<file path="config.mk">
export PLATFORM = sky130hd
export DESIGN_NAME = cpu_alu_with_flags_top
export DESIGN_NICKNAME = d
export VERILOG_FILES = /design/src/cpualu_pkg.sv /design/src/cpu_alu_with_flags_top.sv /design/src/cpualu_core.sv
export VERILOG_INCLUDE_DIRS = /design/src /design/src/src
export SDC_FILE = /design/constraint.sdc
export NUM_CORES = 1
export LEC_CHECK = 0
export BUFFER_PORTS_ARGS = -buffer_cell sky130_fd_sc_hd__buf_2
export CAP_MARGIN = 5
export CORE_ASPECT_RATIO = 1.4
export CORE_MARGIN = 5
export CORE_UTILIZATION = 55
export DETAILED_ROUTE_END_ITERATION = 8
export PLACE_DENSITY = 0.89
export SLEW_MARGIN = 30
export SYNTH_ARGS = -nofsm -noshare
export SYNTH_HDL_FRONTEND = slang
export SYNTH_SLANG_ARGS = --single-unit
</file>
<file path="constraint.sdc">
create_clock -name clk -period 3.8 [get_ports clk]
set_clock_uncertainty 0.15 [all_clocks]
set_input_delay 0.38 -clock clk [delete_from_list [all_inputs] [get_ports clk]]
set_output_delay 0.38 -clock clk [all_outputs]
set_load 0.02 [all_outputs]
</file>
<file path="src/cpu_alu_with_flags_top_macros.svh">
// Assertion macros for the ALU block
`ifndef CPU_ALU_WITH_FLAGS_TOP_MACROS_SVH
`define CPU_ALU_WITH_FLAGS_TOP_MACROS_SVH

`ifndef SYNTH
`define CPUALU_ASSERT_NOW(name, clk, rst, ante, cons) \
  name: assert property (@(posedge clk) disable iff (rst) (ante) |-> (cons)) \
    else $error("cpualu check failed: same-cycle implication");
`define CPUALU_ASSERT_NEXT(name, clk, rst, ante, cons) \
  name: assert property (@(posedge clk) disable iff (rst) (ante) |=> (cons)) \
    else $error("cpualu check failed: next-cycle implication");
`else
`define CPUALU_ASSERT_NOW(name, clk, rst, ante, cons)
`define CPUALU_ASSERT_NEXT(name, clk, rst, ante, cons)
`endif

`endif

</file>
<file path="src/cpualu_pkg.sv">
package cpualu_pkg;

  localparam logic [4:0] MODE_ADD  = 5'd0;
  localparam logic [4:0] MODE_ADC  = 5'd1;
  localparam logic [4:0] MODE_SUB  = 5'd2;
  localparam logic [4:0] MODE_SBC  = 5'd3;
  localparam logic [4:0] MODE_AND  = 5'd4;
  localparam logic [4:0] MODE_XOR  = 5'd5;
  localparam logic [4:0] MODE_OR   = 5'd6;
  localparam logic [4:0] MODE_CP   = 5'd7;
  localparam logic [4:0] MODE_INC  = 5'd8;
  localparam logic [4:0] MODE_DEC  = 5'd9;
  localparam logic [4:0] MODE_DAA  = 5'd10;
  localparam logic [4:0] MODE_RLC  = 5'd11;
  localparam logic [4:0] MODE_SRL  = 5'd18;
  localparam logic [4:0] MODE_RLCA = 5'd19;
  localparam logic [4:0] MODE_RRA  = 5'd22;
  localparam logic [4:0] MODE_BIT  = 5'd23;
  localparam logic [4:0] MODE_RES  = 5'd24;
  localparam logic [4:0] MODE_SET  = 5'd25;

  localparam logic [2:0] SH_RLC  = 3'd0;
  localparam logic [2:0] SH_RRC  = 3'd1;
  localparam logic [2:0] SH_RL   = 3'd2;
  localparam logic [2:0] SH_RR   = 3'd3;
  localparam logic [2:0] SH_SLA  = 3'd4;
  localparam logic [2:0] SH_SRA  = 3'd5;
  localparam logic [2:0] SH_SWAP = 3'd6;
  localparam logic [2:0] SH_SRL  = 3'd7;

  localparam int FLAG_Z = 3;
  localparam int FLAG_N = 2;
  localparam int FLAG_H = 1;
  localparam int FLAG_C = 0;

  localparam int IN_DATA_W  = 32;
  localparam int OUT_DATA_W = 16;

  typedef struct packed {
    logic [4:0] mode;
    logic [7:0] acc;
    logic [7:0] operand;
    logic [2:0] bit_index;
    logic [3:0] flags_in;
  } item_t;

  typedef struct packed {
    logic [7:0] result;
    logic [3:0] flags_out;
    logic       writes_result;
  } res_t;

endpackage

</file>
<file path="src/cpu_alu_with_flags_top.sv">
// 8-bit processor ALU with Z/N/H/C flags.
// Request channel (s_*): one request per handshake carries the operation code,
// accumulator, operand, bit index and the current flags. Each request yields
// exactly one response on the m_* channel with the result byte, the new flags
// and a write-back enable (clear for compare, bit test and unused codes).
// The handshake loads the input register; the ALU result register is loaded from it
// when the output side can advance, and m_tvalid rises once that register is full.
// Throughput: one request per cycle while m_tready is high; the ALU is a single pass
// of 8-bit add, shift and mux logic between the two registers.
// Reset (rst, synchronous, active high) empties both registers; no request is
// lost or created by reset release.
// When the receiver holds m_tready low, the result register holds its value,
// the input register may still fill, and s_tready drops only once both are
// occupied; the flow resumes without gaps when m_tready returns.
`include "cpu_alu_with_flags_top_macros.svh"

module cpu_alu_with_flags_top import cpualu_pkg::*; (
  input  logic                  clk,
  input  logic                  rst,
  input  logic                  s_tvalid,
  output logic                  s_tready,
  // mode[4:0], acc[12:5], operand[20:13], bit_index[23:21], flags_in[27:24], zero[31:28]
  input  logic [IN_DATA_W-1:0]  s_tdata,
  output logic                  m_tvalid,
  input  logic                  m_tready,
  // result[7:0], flags_out[11:8], writes_result[12], zero[15:13]
  output logic [OUT_DATA_W-1:0] m_tdata
);

  logic  in_valid;
  logic  out_valid;
  logic  advance;
  item_t in_q;
  item_t in_item;
  res_t  core_res;
  res_t  out_q;

  assign in_item.mode      = s_tdata[4:0];
  assign in_item.acc       = s_tdata[12:5];
  assign in_item.operand   = s_tdata[20:13];
  assign in_item.bit_index = s_tdata[23:21];
  assign in_item.flags_in  = s_tdata[27:24];

  assign advance  = !out_valid || m_tready;
  assign s_tready = !in_valid || advance;

  always_ff @(posedge clk) begin
    if (rst) begin
      in_valid  <= 1'b0;
      out_valid <= 1'b0;
    end else begin
      if (s_tready) begin
        in_valid <= s_tvalid;
      end
      if (advance) begin
        out_valid <= in_valid;
      end
    end
  end

  always_ff @(posedge clk) begin
    if (s_tvalid && s_tready) begin
      in_q <= in_item;
    end
    if (in_valid && advance) begin
      out_q <= core_res;
    end
  end

  cpualu_core u_core (
    .item (in_q),
    .res  (core_res)
  );

  assign m_tvalid = out_valid;
  assign m_tdata  = {3'b000, out_q.writes_result, out_q.flags_out, out_q.result};

  `CPUALU_ASSERT_NEXT(a_accept_fills, clk, rst, s_tvalid && s_tready, in_valid)
  `CPUALU_ASSERT_NEXT(a_stage_moves, clk, rst, in_valid && advance, out_valid)
  `CPUALU_ASSERT_NEXT(a_stage_holds, clk, rst, in_valid && !advance, in_valid && $stable(in_q))
  `CPUALU_ASSERT_NEXT(a_cp_no_write, clk, rst, in_valid && advance && in_q.mode == MODE_CP, !out_q.writes_result)
  `CPUALU_ASSERT_NEXT(a_incdec_keep_c, clk, rst, in_valid && advance && (in_q.mode == MODE_INC || in_q.mode == MODE_DEC), out_q.flags_out[FLAG_C] == $past(in_q.flags_in[FLAG_C]))

endmodule

</file>
<file path="src/cpualu_core.sv">
module cpualu_core import cpualu_pkg::*; (
  input  item_t item,
  output res_t  res
);

  function automatic logic [8:0] shift_op(input logic [2:0] kind, input logic [7:0] v,
                                          input logic cin);
    logic [8:0] o;
    begin
      case (kind)
        SH_RLC:  o = {v[7], v[6:0], v[7]};
        SH_RRC:  o = {v[0], v[0], v[7:1]};
        SH_RL:   o = {v[7], v[6:0], cin};
        SH_RR:   o = {v[0], cin, v[7:1]};
        SH_SLA:  o = {v[7], v[6:0], 1'b0};
        SH_SRA:  o = {v[0], v[7], v[7:1]};
        SH_SWAP: o = {1'b0, v[3:0], v[7:4]};
        SH_SRL:  o = {v[0], 1'b0, v[7:1]};
        default: o = 9'd0;
      endcase
      return o;
    end
  endfunction

  logic [7:0] a;
  logic [7:0] v;
  logic       fc;
  logic       fn;
  logic       fh;
  logic       cy_add;
  logic       cy_sub;
  logic [8:0] sum9;
  logic [4:0] half_add;
  logic [8:0] diff9;
  logic [4:0] half_sub;
  logic [7:0] inc_v;
  logic [7:0] dec_v;
  logic       daa_c;
  logic [7:0] daa_r1;
  logic [7:0] daa_r2;
  logic [4:0] sh_off;
  logic [4:0] rot_off;
  logic [2:0] sh_kind;
  logic [8:0] sh_out;
  logic [7:0] mask;
  logic [7:0] r;

  always_comb begin
    a      = item.acc;
    v      = item.operand;
    fc     = item.flags_in[FLAG_C];
    fn     = item.flags_in[FLAG_N];
    fh     = item.flags_in[FLAG_H];
    cy_add = (item.mode == MODE_ADC) & fc;
    cy_sub = (item.mode == MODE_SBC) & fc;

    sum9     = {1'b0, a} + {1'b0, v} + {8'd0, cy_add};
    half_add = {1'b0, a[3:0]} + {1'b0, v[3:0]} + {4'd0, cy_add};
    diff9    = {1'b0, a} - {1'b0, v} - {8'd0, cy_sub};
    half_sub = {1'b0, a[3:0]} - {1'b0, v[3:0]} - {4'd0, cy_sub};
    inc_v    = v + 8'd1;
    dec_v    = v - 8'd1;

    if (!fn) begin
      daa_c  = fc | (a > 8'h99);
      daa_r1 = daa_c ? a + 8'h60 : a;
      daa_r2 = (fh | (daa_r1[3:0] > 4'h9)) ? daa_r1 + 8'h06 : daa_r1;
    end else begin
      daa_c  = fc;
      daa_r1 = fc ? a - 8'h60 : a;
      daa_r2 = fh ? daa_r1 - 8'h06 : daa_r1;
    end

    sh_off  = item.mode - MODE_RLC;
    rot_off = item.mode - MODE_RLCA;
    sh_kind = (item.mode inside {[MODE_RLCA:MODE_RRA]}) ? rot_off[2:0] : sh_off[2:0];
    sh_out  = shift_op(sh_kind, v, fc);

    mask = 8'd1 << item.bit_index;

    r                 = 8'd0;
    res.flags_out     = item.flags_in;
    res.writes_result = 1'b1;

    case (item.mode) inside
      MODE_ADD, MODE_ADC: begin
        r             = sum9[7:0];
        res.flags_out = {r == 8'd0, 1'b0, half_add[4], sum9[8]};
      end
      MODE_SUB, MODE_SBC, MODE_CP: begin
        r             = diff9[7:0];
        res.flags_out = {r == 8'd0, 1'b1, half_sub[4], diff9[8]};
        if (item.mode == MODE_CP) begin
          res.writes_result = 1'b0;
        end
      end
      MODE_AND: begin
        r             = a & v;
        res.flags_out = {r == 8'd0, 1'b0, 1'b1, 1'b0};
      end
      MODE_XOR: begin
        r             = a ^ v;
        res.flags_out = {r == 8'd0, 3'b000};
      end
      MODE_OR: begin
        r             = a | v;
        res.flags_out = {r == 8'd0, 3'b000};
      end
      MODE_INC: begin
        r             = inc_v;
        res.flags_out = {r == 8'd0, 1'b0, v[3:0] == 4'hF, fc};
      end
      MODE_DEC: begin
        r             = dec_v;
        res.flags_out = {r == 8'd0, 1'b1, v[3:0] == 4'h0, fc};
      end
      MODE_DAA: begin
        r             = daa_r2;
        res.flags_out = {r == 8'd0, fn, 1'b0, daa_c};
      end
      [MODE_RLC:MODE_SRL]: begin
        r             = sh_out[7:0];
        res.flags_out = {r == 8'd0, 2'b00, sh_out[8]};
      end
      [MODE_RLCA:MODE_RRA]: begin
        r             = sh_out[7:0];
        res.flags_out = {3'b000, sh_out[8]};
      end
      MODE_BIT: begin
        r                 = v;
        res.flags_out     = {(v & mask) == 8'd0, 1'b0, 1'b1, fc};
        res.writes_result = 1'b0;
      end
      MODE_RES: begin
        r = v & ~mask;
      end
      MODE_SET: begin
        r = v | mask;
      end
      default: begin
        r                 = 8'd0;
        res.writes_result = 1'b0;
      end
    endcase

    res.result = r;
  end

endmodule
</file>
[Word-level counts from Yosys, hierarchy flattened]
Cells that the tools add are included.
Word-level totals
  bits in registers: 43
  input bits: 36
  output and inout bits: 18
  logic and storage cells: 134
Cells by class
  $add $sub $neg: 16
  magnitude comparators: 6
  equality and inequality tests: 21
  shift-type cells: 1
  multiplexer cells: 45
  bitwise logic cells: 11
  reductions and logical operators: 23
Operators with widths (number)
  two-way mux 8 bit: 18
  zero test 8 bit: 10
  case mux 9 bit (8 select lines): 1
  two-way mux 4 bit: 11
  bitwise AND 8 bit: 3
  == test 5 x 3 -> 1 bit, second input constant: 4
  bitwise OR 8 bit: 2
  == test 5 x 4 -> 1 bit, second input constant: 3
  == test 5 bit, second input constant: 3
  two-way mux 1 bit: 14
  == test 3 bit, second input constant: 4
  == test 5 x 2 -> 1 bit, second input constant: 2
  less-or-equal comparator 5 bit, second input constant: 2
  adder 8 x 8 -> 9 bit: 1
  adder 9 x 1 -> 9 bit: 1
  subtractor 8 x 8 -> 9 bit: 1
  subtractor 9 x 1 -> 9 bit: 1
  adder 8 x 1 -> 8 bit, second input constant: 1
  adder 8 x 3 -> 8 bit, second input constant: 1
  adder 8 x 7 -> 8 bit, second input constant: 1
  > comparator 8 bit, second input constant: 1
  NOT 8 bit: 1
  << shifter 1 x 3 -> 8 bit, first input constant: 1
  subtractor 8 x 1 -> 8 bit, second input constant: 1
  26 further kinds: 35

[Logic depth before layout (Yosys ltp)]
  depth after elaboration: 16
  mapped depth: 16
  gate-level depth less buffers: 14

[Modules after synthesis]
Synthesis repeated with hierarchy kept, for this count alone.
Unflattened totals
  cell total of the unflattened synthesis: 586
  area, all modules: 4844.6 µm²
By module, submodules not included
  cpualu_core: instances 1, cells an instance 531, area an instance 3483.3 µm², seq. area each 0.0 µm²
  cpu_alu_with_flags_top: instances 1, cells an instance 55, area an instance 1361.3 µm², seq. area each 1271.2 µm²

[Worst setup path before layout]
OpenSTA, ideal clock, no wires.
  kind: register -> register
  start point: register in_q[24] (netlist name)
  end point: register out_q, in the netlist m_tdata[11] (data pin)
  setup time: 0.261 ns
  arrival: 3.582 ns
  data required time: 3.389 ns
  path slack: -0.193 ns
  cell stages (with the launch flop): 15
  path buffers: 1
  period minus slack after synthesis: 3.993 ns
  cells stage by stage: edfxtp_1 or2_1 clkbuf_1 nor3_1 nand3_1 fa_1 fa_1 nand2b_1 a211oi_1 nor4_1 nor3_1 a2111oi_2 a31o_2 a311oi_1 nor2_1
RTL lines
  start: declaration: line cpu_alu_with_flags_top.sv:33  | item_t in_q;
  start signal: assignment: line cpu_alu_with_flags_top.sv:63  | in_q <= in_item;
  end signal: assignment: line cpu_alu_with_flags_top.sv:66  | out_q <= core_res;
  end: declaration: line cpu_alu_with_flags_top.sv:36  | res_t out_q;

==> impl_metrics.yaml <==
outcome:
  status: "complete, no violations"
power_and_ir_drop:
  ir_worst_vdd_v: 0.000234
  power_mw: 1.68
  p_per_area_nw_per_um2: 316
  leakage_nw: 2.11
clock_network:
  clk_path_buf_depth: 2
  cts_max_level: 2
  clock_sinks: 43
  cts_root_buf: "clkbuf_16"
  cts_made_buffers: 5
  clk_pin_slew_ns: 0.07
  clk_latency_ns: 0.30
  cts_tree: "done"
yosys:
  synth-edff-count: 41
  seq_area_frac_synth_pct: 26.9
  syn_area_per_cell_sq_um: 8.43
  synth_top_cell_area_share_pct: 26.1
  yosysTopAreaCell: "edfxtp_1"
  synthesis.area_sq_um: 4720
  async_flop_share_pct: 0
  yosys_warnings: 0
  ys_top_cells_by_area: "edfxtp_1 (26%), ha_1 (9.8%), xnor2_1 (4.3%), nand2_1 (4.0%), o21ai_0 (3.7%)"
  postSynthCellCount: 560
  synth_seq_cells: 43
  synth_cell_types: 82
  synth-main-ff-cell: "edfxtp_1"
placement:
  hpwl_um: 12400
  gp_congestion: 1.02
  portBuffers: 46
die:
  dieWidth_um: 88.3
  boundaryPins: 54
  die_area_sq_um: 10600
  core_sq_um: 8510
  std_cell_rows: 40
  start_util_pct: 55.5
  die_y_um: 120
critical_path:
  worst-path-max-fanout: 4
  cp-start-kind: "flop"
  regToRegEndpoint: "m_tdata[11]"
  max_stage_delay_ns: 0.53
  reg2reg_slack_ns: 0.05
  startpoint: "in_q[25]"
  worst_setup_path_end_kind: "flop"
  critical_path_class: "flop to flop"
  r2r.worst_path.cells: 12
  cpMaxStageDelayCell: "a21oi_1"
  reg2reg_from: "in_q[25]"
  cp-endpoint: "m_tdata[11]"
  required_ns: 3.70
  critical_path.cell_chain: "or2_4 -> nor3_4 -> nand3_2 -> fa_2 -> nand2b_1 -> a21oi_1 -> o21bai_1 -> xnor2_1 -> a2111oi_4 -> a31o_2 -> a311oi_2 -> nor2_1"
  cp.arrival_ns: 3.65
timing:
  fin_crit_sh_pct: 98.8
  whs_ns: 0.104
  slew_headroom_pct: 39.9
  tightestPinTransition_ns: 0.902
  final-hold-violation-count: 0
  max_freq_mhz: 266
  period_needed_ns: 3.75
  setup_viol: 0
  drv_slew: 0
cells_and_area:
  drive_above_1_share_pct: 20.3
  layout-area-overhead-vs-synth_pct: 13.0
  final_common_cell: "nand2_1"
  nets: 691
  final_cell_mix: "nand2_1 (50), buf_2 (46), nor2_1 (45)"
  n_antenna_cell: 0
routing:
  num_vias: 4925
  wire_per_inst_um: 23.0
  dr.pass1.iters: 6
  drt_iter0_drc: 708
  ant_nets: 0
  wl_um: 16600
  post-route-drc-count: 0
  routed_via_density: 6.84
global_route:
  grt_antenna_before_repair: 0
  grt_pass1_vias: 4757
  grt_pass1_wl_um: 26100
  overflow: 0
  grt_util_all_layers_pct: 32.5
  grt_max_degree: 39
job:
  timing.max_cap.violations: 0
hold_path:
  min_path_type: "input pin to flop"
  hold-path-cell-count: 1
  worstHoldStart: "s_tdata[9]"
==> power breakdown <==
| group | switching [mW] | internal [mW] |
|---|---|---|
| logic | 0.358 | 0.223 |
| clock network | 0.190 | 0.327 |
| registers | 0.0295 | 0.557 |
| total | 0.578 | 1.11 |
==> layout make-up <==
type	count	area (sq um)
Fill cell	747	3180
Multi-Input combinational cell	451	3140
Sequential cell	43	1270
Timing Repair Buffer	82	500
Clock buffer	6	139
Tap cell	105	131
Inverter	31	116
Clock inverter	2	35.0
==> registers in the layout (all words and copies together) (netlist names) <==
signal    flops
m_tdata      13
in_valid      1
in_q         28
m_tvalid      1
==> worst min-delay path by stage <==
stage                     to  slack, ns
global route         in_q[1]       0.10
CTS                 in_q[19]       0.10
global placement    m_tvalid       0.34
detailed placement  m_tvalid       0.38
finish              in_q[19]       0.10
floorplan           in_valid       0.30
==> worst max-delay path: cells and delay by family (launching register included) <==
family          cells  cell delay (ns)
flops               1             0.39
xor+xnor            1             0.39
simple gates        5             0.87
fa+ha+maj           1             0.40
compound gates      5             1.31
==> layer usage <==
metal / routed length [um] / vias to the layer above / track usage [%]
met3: 1450 / 104 / 6.66
met2: 7890 / 338 / 51.4
met4: 1370 / 0 / 21.5
met1: 5850 / 2284 / 38.9
met5: 0 / - / 0
li1: - / 2199 / -
==> per-stage QoR <==
stage / instance area [sq um] / TNS [ns] / cells / setup WS (ns) / util, %
after detailed placement: 5070 / -0.0180 / 708 / -0.0180 / 59.6
after global routing: 5330 / -0.112 / 720 / -0.109 / 62.7
after global placement: 5070 / 0 / 708 / 0.157 / 59.6
after CTS: 5260 / 0 / 717 / 0.0199 / 61.8
after floorplan: 4740 / 0 / 562 / 0.0152 / -
final: 5330 / 0 / 720 / 0.0458 / 62.7
==> Yosys cell counts, types with 5 or more instances <==
cell type,n
nand2_1,50
nor2_1,45
edfxtp_1,41
ha_1,37
o21ai_0,35
a21oi_1,33
inv_1,28
xnor2_1,23
a31oi_1,19
nor3_1,18
clkbuf_1,13
nand3_1,12
o22ai_1,10
nor4_1,9
buf_6,8
o21a_1,8
a221oi_1,7
buf_2,7
mux2i_1,7
nand2b_1,7
nand4_1,7
o211ai_1,7
xor2_1,7
a211oi_1,6
nor2b_1,6
o21ai_1,6
o221ai_1,6
a21o_1,5
clkbuf_8,5
or3_1,5
==> timing repair <==
action,4_1_cts,5_1_grt
pin swaps,1,5
gates cloned,0,0
gates resized for setup,1,10
buffers inserted,1,3
hold buffers,0,0
endpoints found under the setup margin,1,2
==> logic make-up after synthesis <==
kind of cell	after synthesis	share of synthesized area, %
multiplexers	9	1.96
flip-flops	43	26.9
XOR/XNOR	30	5.57
AO/OA/AOI/OAI	176	24.7
buffers and inverters	68	8.17
adder cells (fa/ha/maj)	41	11.5
other	1	0.0795
AND/OR/NAND/NOR	192	21.1
Note: power is estimated with default switching activity, not from simulation.
